## config.mk

```make
export PLATFORM = sky130hd
export DESIGN_NAME = sliding_window_duty_and_trend
export DESIGN_NICKNAME = d
export VERILOG_FILES = /design/src/rtl/swdt_pkg.sv /design/src/rtl/sliding_window_duty_and_trend.sv /design/src/rtl/swdt_ram.sv
export SDC_FILE = /design/constraint.sdc
export NUM_CORES = 2
export LEC_CHECK = 0
export BUFFER_PORTS_ARGS = -buffer_cell sky130_fd_sc_hd__buf_2
export CELL_PAD_IN_SITES_DETAIL_PLACEMENT = 0
export CELL_PAD_IN_SITES_GLOBAL_PLACEMENT = 1
export CORE_ASPECT_RATIO = 0.9
export CORE_MARGIN = 2
export CORE_UTILIZATION = 52
export CTS_BUF_LIST = sky130_fd_sc_hd__clkbuf_16
export DETAILED_ROUTE_END_ITERATION = 8
export PLACE_DENSITY_LB_ADDON = 0.1
export SYNTH_ARGS = -nofsm -noshare
export SYNTH_HDL_FRONTEND = slang
export SYNTH_SLANG_ARGS = --single-unit
```

## constraint.sdc

```tcl
create_clock -name clk -period 4.7 [get_ports clk]
set_clock_uncertainty 0.05 [all_clocks]
set_input_delay 0 -clock clk [delete_from_list [all_inputs] [get_ports clk]]
set_output_delay 0 -clock clk [all_outputs]
set_load 0.1 [all_outputs]
```

## src/rtl/swdt_pkg.sv

```systemverilog
`default_nettype none
package swdt_pkg;

  localparam int HIST_DEPTH       = 240;
  localparam int MINUTES_PER_HOUR = 60;

  localparam int TEMP_W  = 15;
  localparam int ENTRY_W = TEMP_W + 1;
  localparam int TREND_W = 16;
  localparam int DUTY_W  = 6;
  localparam int FILL_W  = 8;

  localparam int IDX_W   = $clog2(HIST_DEPTH);
  localparam int CNT_W   = $clog2(HIST_DEPTH + 1);
  localparam int NUM_W   = $clog2(HIST_DEPTH * MINUTES_PER_HOUR + 1);
  localparam int DSH_W   = NUM_W + DUTY_W;
  localparam int STEP_W  = $clog2(DUTY_W);

  localparam int IN_DATA_W  = 16;
  localparam int OUT_DATA_W = 32;

  function automatic logic [IDX_W-1:0] next_index(input logic [IDX_W-1:0] idx);
    logic [IDX_W-1:0] res;
    if (idx == IDX_W'(HIST_DEPTH - 1)) begin
      res = '0;
    end else begin
      res = idx + IDX_W'(1);
    end
    return res;
  endfunction

endpackage
`default_nettype wire

```

## src/rtl/sliding_window_duty_and_trend.sv

```systemverilog
`default_nettype none
// Heater duty and temperature trend over a sliding window of up to 239 samples.
// Each input beat is one history tick and produces exactly one result beat
// carrying the duty in minutes per hour, the newest minus oldest temperature
// and the window fill. A tick with an invalid sample goes straight to the
// output register and repeats the held values; a valid tick writes the new
// sample and reads the oldest one from the ring memory, then forms the trend
// and the duty numerator, runs the bit-serial duty divider and loads the
// output register. The next beat is taken once the previous result sits in
// the output register, so a stalled result holds at most one further tick
// in flight. The ring needs no clearing after reset: entries are only read
// once written, tracked by the fill count.
module sliding_window_duty_and_trend (
  input  wire logic                              clk,
  input  wire logic                              rst_n,
  input  wire logic                              in_tvalid,
  output logic                                   in_tready,
  // [14:0] temperature, [15] heater_active
  input  wire logic [swdt_pkg::IN_DATA_W-1:0]    in_tdata,
  // [0] temp_valid
  input  wire logic                              in_tuser,
  output logic                                   out_tvalid,
  input  wire logic                              out_tready,
  // [5:0] work_minutes, [21:6] temp_change, [29:22] window_fill, [31:30] zero
  output logic      [swdt_pkg::OUT_DATA_W-1:0]   out_tdata
);
  import swdt_pkg::*;

  typedef enum logic [3:0] {
    ST_IDLE = 4'b0001,
    ST_READ = 4'b0010,
    ST_DIV  = 4'b0100,
    ST_DONE = 4'b1000
  } state_t;

  state_t state_r, state_nxt;

  logic [IDX_W-1:0]   head_r, head_nxt;
  logic [IDX_W-1:0]   tail_r, tail_nxt;
  logic [CNT_W-1:0]   fill_r, fill_nxt;
  logic [CNT_W-1:0]   sum_r, sum_nxt;
  logic [DUTY_W-1:0]  duty_r, duty_nxt;
  logic [TREND_W-1:0] trend_r, trend_nxt;

  logic [ENTRY_W-1:0] entry_r, entry_nxt;
  logic [NUM_W-1:0]   rem_r, rem_nxt;
  logic [CNT_W-1:0]   div_r, div_nxt;
  logic [DUTY_W-1:0]  quo_r, quo_nxt;
  logic [STEP_W-1:0]  step_r, step_nxt;

  logic                  out_valid_r, out_valid_nxt;
  logic [OUT_DATA_W-1:0] out_data_r, out_data_nxt;

  logic               in_beat;
  logic [ENTRY_W-1:0] in_entry;
  logic [ENTRY_W-1:0] rd_data;
  logic [ENTRY_W-1:0] old_entry;
  logic [CNT_W-1:0]   sum_inc;
  logic [CNT_W-1:0]   fill_inc;
  logic [IDX_W-1:0]   tail_adv;
  logic [DSH_W-1:0]   div_shift;
  logic               quo_bit;
  logic               out_load;

  assign in_tready = (state_r == ST_IDLE);
  assign in_beat   = in_tvalid && in_tready;
  assign in_entry  = in_tdata[ENTRY_W-1:0];

  // ring write of the new sample and read of the oldest one share the accept cycle
  swdt_ram #(
    .WIDTH (ENTRY_W),
    .DEPTH (HIST_DEPTH)
  ) u_ring (
    .clk     (clk),
    .wr_en   (in_beat && in_tuser),
    .wr_addr (tail_r),
    .wr_data (in_entry),
    .rd_en   (in_beat && in_tuser),
    .rd_addr (head_r),
    .rd_data (rd_data)
  );

  // on an empty ring the oldest entry is the one just written
  assign old_entry = (fill_r == '0) ? entry_r : rd_data;
  assign sum_inc   = sum_r + CNT_W'(entry_r[ENTRY_W-1]);
  assign fill_inc  = fill_r + CNT_W'(1);
  assign tail_adv  = next_index(tail_r);
  assign div_shift = DSH_W'(div_r) << step_r;
  assign quo_bit   = (DSH_W'(rem_r) >= div_shift);
  assign out_load  = (state_r == ST_DONE) && (!out_valid_r || out_tready);

  always_comb begin
    state_nxt     = state_r;
    head_nxt      = head_r;
    tail_nxt      = tail_r;
    fill_nxt      = fill_r;
    sum_nxt       = sum_r;
    duty_nxt      = duty_r;
    trend_nxt     = trend_r;
    entry_nxt     = entry_r;
    rem_nxt       = rem_r;
    div_nxt       = div_r;
    quo_nxt       = quo_r;
    step_nxt      = step_r;
    out_valid_nxt = out_valid_r;
    out_data_nxt  = out_data_r;

    if (out_tready) begin
      out_valid_nxt = 1'b0;
    end

    unique case (state_r)
      ST_IDLE: begin
        if (in_beat) begin
          entry_nxt = in_entry;
          state_nxt = in_tuser ? ST_READ : ST_DONE;
        end
      end
      ST_READ: begin
        trend_nxt = {entry_r[TEMP_W-1], entry_r[TEMP_W-1:0]}
                  - {old_entry[TEMP_W-1], old_entry[TEMP_W-1:0]};
        rem_nxt   = NUM_W'(sum_inc) * NUM_W'(MINUTES_PER_HOUR);
        div_nxt   = fill_inc;
        quo_nxt   = '0;
        step_nxt  = STEP_W'(DUTY_W - 1);
        tail_nxt  = tail_adv;
        // ring full: the oldest sample leaves the window
        if (tail_adv == head_r) begin
          sum_nxt  = sum_inc - CNT_W'(old_entry[ENTRY_W-1]);
          head_nxt = next_index(head_r);
          fill_nxt = fill_r;
        end else begin
          sum_nxt  = sum_inc;
          fill_nxt = fill_inc;
        end
        state_nxt = ST_DIV;
      end
      ST_DIV: begin
        if (quo_bit) begin
          rem_nxt = rem_r - NUM_W'(div_shift);
        end
        quo_nxt  = {quo_r[DUTY_W-2:0], quo_bit};
        step_nxt = step_r - STEP_W'(1);
        if (step_r == '0) begin
          duty_nxt  = {quo_r[DUTY_W-2:0], quo_bit};
          state_nxt = ST_DONE;
        end
      end
      ST_DONE: begin
        if (out_load) begin
          out_valid_nxt = 1'b1;
          out_data_nxt  = OUT_DATA_W'({FILL_W'(fill_r), trend_r, duty_r});
          state_nxt     = ST_IDLE;
        end
      end
      default: begin
        state_nxt = ST_IDLE;
      end
    endcase
  end

  always_ff @(posedge clk) begin
    if (!rst_n) begin
      state_r     <= ST_IDLE;
      head_r      <= '0;
      tail_r      <= '0;
      fill_r      <= '0;
      sum_r       <= '0;
      duty_r      <= '0;
      trend_r     <= '0;
      out_valid_r <= 1'b0;
    end else begin
      state_r     <= state_nxt;
      head_r      <= head_nxt;
      tail_r      <= tail_nxt;
      fill_r      <= fill_nxt;
      sum_r       <= sum_nxt;
      duty_r      <= duty_nxt;
      trend_r     <= trend_nxt;
      out_valid_r <= out_valid_nxt;
    end
  end

  always_ff @(posedge clk) begin
    entry_r    <= entry_nxt;
    rem_r      <= rem_nxt;
    div_r      <= div_nxt;
    quo_r      <= quo_nxt;
    step_r     <= step_nxt;
    out_data_r <= out_data_nxt;
  end

  assign out_tvalid = out_valid_r;
  assign out_tdata  = out_data_r;

endmodule
`default_nettype wire

```

## src/rtl/swdt_ram.sv

```systemverilog
`default_nettype none
module swdt_ram #(
  parameter int WIDTH = 16,
  parameter int DEPTH = 240
) (
  input  wire logic                     clk,
  input  wire logic                     wr_en,
  input  wire logic [$clog2(DEPTH)-1:0] wr_addr,
  input  wire logic [WIDTH-1:0]         wr_data,
  input  wire logic                     rd_en,
  input  wire logic [$clog2(DEPTH)-1:0] rd_addr,
  output logic      [WIDTH-1:0]         rd_data
);

  logic [WIDTH-1:0] mem [DEPTH];

  always_ff @(posedge clk) begin
    if (wr_en) begin
      mem[wr_addr] <= wr_data;
    end
    if (rd_en) begin
      rd_data <= mem[rd_addr];
    end
  end

endmodule
`default_nettype wire
```

# After elaboration in Yosys (flattened, before gate mapping)
# Memories as Yosys holds them, arrays and structs flattened. A register that Yosys moved wholly into a read port is not among the register bits.
# Cells that the tools add are included.
# classes
reduce_logical	15
mux	18
multipliers	1
n_eq_ne	11
magnitude_cmp	1
n_bitwise	1
add_sub_neg	8
n_shift	1
# ops
op	count
14-bit one-hot mux with 2 select lines	1
8-bit by 1-bit adder with 8-bit output, second input constant	3
8-bit two-way mux	3
14-bit by 20-bit >= comparator with 1-bit output	1
8-bit by 3-bit left shift with 20-bit output	1
8-bit == test, second input constant	2
16-bit two-way mux	1
4-bit two-way mux	4
4-bit one-hot mux with 4 select lines	1
15-bit by 15-bit subtractor with 16-bit output	1
14-bit two-way mux	1
14-bit subtractor	1
8-bit by 4-bit multiplier with 12-bit output, second input constant	1
2-bit AND reduction	6
5-bit one-hot mux with 2 select lines	1
8-bit by 1-bit adder with 8-bit output	1
8-bit == test	1
8-bit zero test	1
8-bit by 1-bit subtractor with 8-bit output	1
2-bit inequality test, second input constant	3
3-bit one-hot mux with 2 select lines	1
1-bit two-way mux	5
4-bit by 1-bit == test with 1-bit output, second input constant	1
4-bit by 2-bit == test with 1-bit output, second input constant	1
11 further kinds	13
# totals
mem_bits_rw	3840
word_cells	71
mem_count	1
register_bits	135
out_inout_bits	34
input_bits	21
# memory_table
name	depth	width	read_ports	rd_ports_with_merged_regs	wr	line	source
u_ring.mem	240	16	1	1	1	swdt_ram.sv:15	logic [WIDTH-1:0] mem [DEPTH];

# Logic depth before layout (Yosys ltp)
# logic_depth
ltp_word	5
ltp_mapped	18

# Hierarchy
# From an unflattened synthesis, not the netlist that was laid out.
# unflattened
hier_cells	7319
area_unflattened_um2	157601.2
# by_module_without_submodules
mod	seq_area_each_um2	area_per_inst_um2	n_inst	cells_per_inst
swdt_ram	115791.1	149133.0	1	6439
sliding_window_duty_and_trend	3463.3	8468.1	1	880

# Worst setup path before layout
# OpenSTA, ideal clock, no wires.
# synth_timing
path_type	register to register
start	reg state_r[3]
end	mem u_ring.mem[113][0] (enable)
slack_ps	-2106
setup_time_ps	389
stages_incl_launch_ff	8
n_path_buf	3
synth_period_minus_slack_ps	6806
arrival_ps	6367
required_time_ps	4261
path_cell_list	dfxtp_1 -> nor4b_1 -> and3_1 -> buf_2 -> buf_1 -> nand3_1 -> clkbuf_1 -> nor2_1
# synth_via
elab_chain_cells	5
# synth_rtl
element	line	source
from (decl)	sliding_window_duty_and_trend.sv:36	state_t state_r, state_nxt;
from (signal assigned)	sliding_window_duty_and_trend.sv:173	state_r <= state_nxt;
4-bit by 1-bit == test with 1-bit output	sliding_window_duty_and_trend.sv:65	assign in_tready = (state_r == ST_IDLE);
net in_tready	sliding_window_duty_and_trend.sv:17	output logic in_tready,
1-bit logical AND	sliding_window_duty_and_trend.sv:66	assign in_beat = in_tvalid && in_tready;
1-bit logical AND	-	
net u_ring.rd_en	swdt_ram.sv:10	input wire logic rd_en,
1-bit two-way mux	swdt_ram.sv:18	if (wr_en) begin
1-bit two-way mux (not written as such)	swdt_ram.sv:19	mem[wr_addr] <= wr_data;
to (decl)	swdt_ram.sv:15	
# The timed path passes the listed nets, and every way through them passes these cells.

==> metrics.log <==
[metrics] Final HPWL DP: 257000 µm
[metrics] Routed wire per std cell: around 36 µm
[metrics] Hold Vio Cnt, Final: 0
[metrics] CTS resizes: 0
[metrics] synth cell count leaders: sky130_fd_sc_hd__edfxtp_1 (3932), sky130_fd_sc_hd__mux4_2 (1035), sky130_fd_sc_hd__nor2_1 (347), sky130_fd_sc_hd__mux2i_1 (248), sky130_fd_sc_hd__clkbuf_1 (186)
[metrics] maximum operating frequency: 227 MHz
[metrics] leading cell type by number of instances after synthesis: sky130_fd_sc_hd__edfxtp_1
[metrics] final slew viol count: 0
[metrics] cell total after placement: approximately 11000
[metrics] total grt overflow: 0
[metrics] cell types occupying the most area after synthesis: sky130_fd_sc_hd__edfxtp_1 (76%), sky130_fd_sc_hd__mux4_2 (15%), sky130_fd_sc_hd__mux2i_1 (1.6%)
[metrics] Area Growth Syn to Fin: 14.0%
[metrics] violation count after the first detailed-route iteration: around 10000
[metrics] crit-path max FO: 21
[metrics] Async S/R FF share, synth: 0
[metrics] YS warnings: 0
[metrics] fraction of final layout cells with drive strength greater than 1: 0.296
[metrics] H-tree levels: 5
[metrics] minimum period implied by the final worst setup slack: 4400 ps
[metrics] Filler Cells Inserted: 21287
[metrics] leak pwr: 55.2 nW
[metrics] register clock-pin slew on the reported worst setup and hold paths: around 60 ps
[metrics] worst slew pin tran: roughly 1400 ps
[metrics] effective utilization at floorplan: 0.523
[metrics] total wire length after detailed routing: 429000 µm
[metrics] area fraction of the dominant cell type after synthesis: 0.757
[metrics] die width: around 580 µm
[metrics] CP Data Required Time: 5340 ps
[metrics] Inserted Clock Buffers: slightly below 400
[metrics] largest net degree at the start of global routing: 190
[metrics] vias in the first global route: 77179
[metrics] root cell of the clock tree: sky130_fd_sc_hd__clkbuf_16
[metrics] placer's final routability congestion estimate: 0.874
[metrics] Pwr per Cell Area: around 400 nW/µm²
[metrics] number of max-cap violations: 0
[metrics] maximum buffer depth of the clock tree: 4
[metrics] setup repair after global routing missed its margin: no
[metrics] non-filler cells in the finished layout: ~12000
[metrics] sequential share of the synthesized area: 0.765
[metrics] global-route wire length before repair: approximately 600000 µm
[metrics] dominant register cell in the synthesized netlist: sky130_fd_sc_hd__edfxtp_1
[metrics] type of element capturing the critical path: flip-flop
[metrics] data arrival at the endpoint of the critical path: between 5000 and 6000 ps
[metrics] DIE AREA: 304000 µm²
[metrics] critical path's largest stage delay: 770 ps
[metrics] Setup Crit Path Kind: reg2reg
[metrics] Post-synth EDFFs: 3932
[metrics] CORE AREA: approximately 300000 µm²
[metrics] post-synth cell types: 75
[metrics] vias after detailed routing: ~78000
[metrics] Syn Area/Cell: 21.8 µm²
[metrics] Cell Chain, Critical Path: buf_12 > buf_12 > buf_4 > mux4_2 > a22oi_1 > o21ai_0 > o21ai_0 > o22ai_1 > or3_1
[metrics] number of iterations in the first detailed-routing pass: 9
[metrics] cell area reported after detailed placement: between 150000 and 200000 µm²
[metrics] Yosys reg bits: roughly 4000
[metrics] category of the worst setup path launch point: flip-flop
[metrics] Tcrit/Tclk final: 0.936
[metrics] antenna violations before repair: 22
[metrics] vias per cell: approximately 6.5
[metrics] biggest area consumer among synthesized cells: sky130_fd_sc_hd__edfxtp_1
[metrics] area of the mapped netlist: 156000 µm²
[metrics] remaining antenna violation count after routing: 0
[metrics] post-layout net count: between 7000 and 8000
[metrics] Top Ports: 55
[metrics] Synth Instances: around 7000
[metrics] count of final setup violators: 0
[metrics] Core Rows: 190
[metrics] overall global routing resource usage: 0.282
[metrics] clk sinks: between 3000 and 4000
[metrics] Hold Crit Class: in2reg
[metrics] number of hold-repair buffers added at the cts stage: 26
[metrics] clock insertion delay at the later pin of the skew report: roughly 980 ps
[metrics] CP top delay family: compound AO/OA/AOI/OAI gates
[metrics] post-CTS setup-driven buffer insertion count: 0
[metrics] Die Y: 523 µm
[metrics] final std cell area, no fill: roughly 180000 µm²
[metrics] Port Buffer Count: 52
[metrics] Slew Limit Headroom: 0.0660
[metrics] buffering stage count on the worst path with inverters included: 3
[metrics] DRC viols: 0
[metrics] maximum VDD drop: approximately 0.00037 V
[metrics] CTS tree: built
[metrics] cell at the slowest stage of the critical path: sky130_fd_sc_hd__dfxtp_4
[metrics] result of the run: complete, no violations
-- cells in the final DEF, fill, tap and decap left out, types with 13 or more instances in the layout --
master / instances
sky130_fd_sc_hd__a211oi_1: 20
sky130_fd_sc_hd__a21o_1: 15
sky130_fd_sc_hd__a21oi_1: 141
sky130_fd_sc_hd__a221oi_1: 66
sky130_fd_sc_hd__a22o_1: 15
sky130_fd_sc_hd__a22oi_1: 46
sky130_fd_sc_hd__a31oi_1: 13
sky130_fd_sc_hd__and2_1: 14
sky130_fd_sc_hd__buf_12: 66
sky130_fd_sc_hd__buf_2: 36
sky130_fd_sc_hd__buf_4: 488
sky130_fd_sc_hd__bufinv_16: 34
sky130_fd_sc_hd__clkbuf_16: 407
sky130_fd_sc_hd__clkbuf_8: 16
sky130_fd_sc_hd__clkinv_1: 95
sky130_fd_sc_hd__clkinv_2: 71
sky130_fd_sc_hd__clkinvlp_4: 14
sky130_fd_sc_hd__dfxtp_1: 52
sky130_fd_sc_hd__dlygate4sd3_1: 26
sky130_fd_sc_hd__edfxtp_1: 3932
sky130_fd_sc_hd__ha_1: 63
sky130_fd_sc_hd__inv_1: 126
sky130_fd_sc_hd__mux2i_1: 248
sky130_fd_sc_hd__mux4_2: 1035
sky130_fd_sc_hd__nand2_1: 163
sky130_fd_sc_hd__nand2b_1: 15
sky130_fd_sc_hd__nand3_1: 37
sky130_fd_sc_hd__nand4_1: 13
sky130_fd_sc_hd__nor2_1: 198
sky130_fd_sc_hd__nor2_2: 147
sky130_fd_sc_hd__nor2b_1: 21
sky130_fd_sc_hd__nor3_1: 27
sky130_fd_sc_hd__o211ai_1: 15
sky130_fd_sc_hd__o21ai_0: 89
sky130_fd_sc_hd__o221ai_1: 36
sky130_fd_sc_hd__o22ai_1: 28
sky130_fd_sc_hd__xnor2_1: 40
sky130_fd_sc_hd__xor2_1: 21
-- routing by layer --
metal | up-vias | GRT usage | share of wire
li1 | 31419 | - | -
met1 | 42111 | 0.415 | 0.41
met2 | 3647 | 0.438 | 0.47
met3 | 596 | 0.0547 | 0.091
met4 | 4 | 0.0777 | 0.029
met5 | - | 0 | 0.000065
-- area by class of cell --
type | count | area [µm²] | area share
repair buffers | 632 | 5650 | 0.0318
clock inverters | 319 | 2480 | 0.0140
diodes | 10 | 25.0 | 0.000141
flip-flops and latches | 3991 | 119000 | 0.671
clock buffers | 407 | 10200 | 0.0573
well taps | 3936 | 4920 | 0.0277
inverters | 51 | 196 | 0.00111
multi-input cells | 2705 | 34900 | 0.197
-- flip-flops by register name, indices dropped and copies added, names as in the netlist --
name,cells
div_r,8
duty_r,6
entry_r,16
fill_r,8
head_r,8
out_tdata,30
out_tvalid,1
quo_r,5
rem_r,14
state_r,4
step_r,3
sum_r,8
tail_r,8
trend_r,16
u_ring.mem,3840
u_ring.rd_data,16
-- power breakdown --
group	switching [mW]	internal, mW
combinational	1.04	0.271
clock	13.4	17.6
sequential	0.0523	39.1
total	14.5	57.0
-- through the flow --
step | util | hold WS [ps] | setup slack [ps] | power [mW] | TNS, ps
CTS | 0.596 | 37.8 | 316 | 71.9 | 0
detailed placement | 0.553 | 312 | 355 | 41.2 | 0
floorplan | - | 48.9 | 297 | 40.4 | 0
global route | 0.596 | 84.3 | 200 | 73.3 | 0
finish | 0.596 | 78.5 | 302 | 71.4 | 0
global placement | 0.552 | 311 | -804 | 41.2 | -804
-- path summary, 6_finish.rpt --
path	start	to	slack, ps	cells after the start
worst max-delay path	head_r[0]$_SDFFE_PN0P_	u_ring.rd_data[0]$_DFFE_PP_	300	9
worst min-delay path	in_tdata[6]	u_ring.mem[8][6]$_DFFE_PP_	80	2
worst max register to register	head_r[0]$_SDFFE_PN0P_	u_ring.rd_data[0]$_DFFE_PP_	300	9
worst min register to register	duty_r[0]$_SDFFE_PN0P_	out_tdata[0]$_DFFE_PP_	380	0
-- logic make-up after synthesis --
| group | count (synthesis) | synth area share |
|---|---|---|
| and+or+nand+nor | 717 | 0.0204 |
| buffers and inverters | 456 | 0.0143 |
| muxes | 1290 | 0.166 |
| other | 1 | 0.0000241 |
| adders and majority gates | 74 | 0.00647 |
| xor gates and xnor gates | 61 | 0.00343 |
| AOI/OAI and AO/OA | 561 | 0.0245 |
| DFF | 3991 | 0.765 |
No activity file was read; power rests on OpenSTA's default activity.
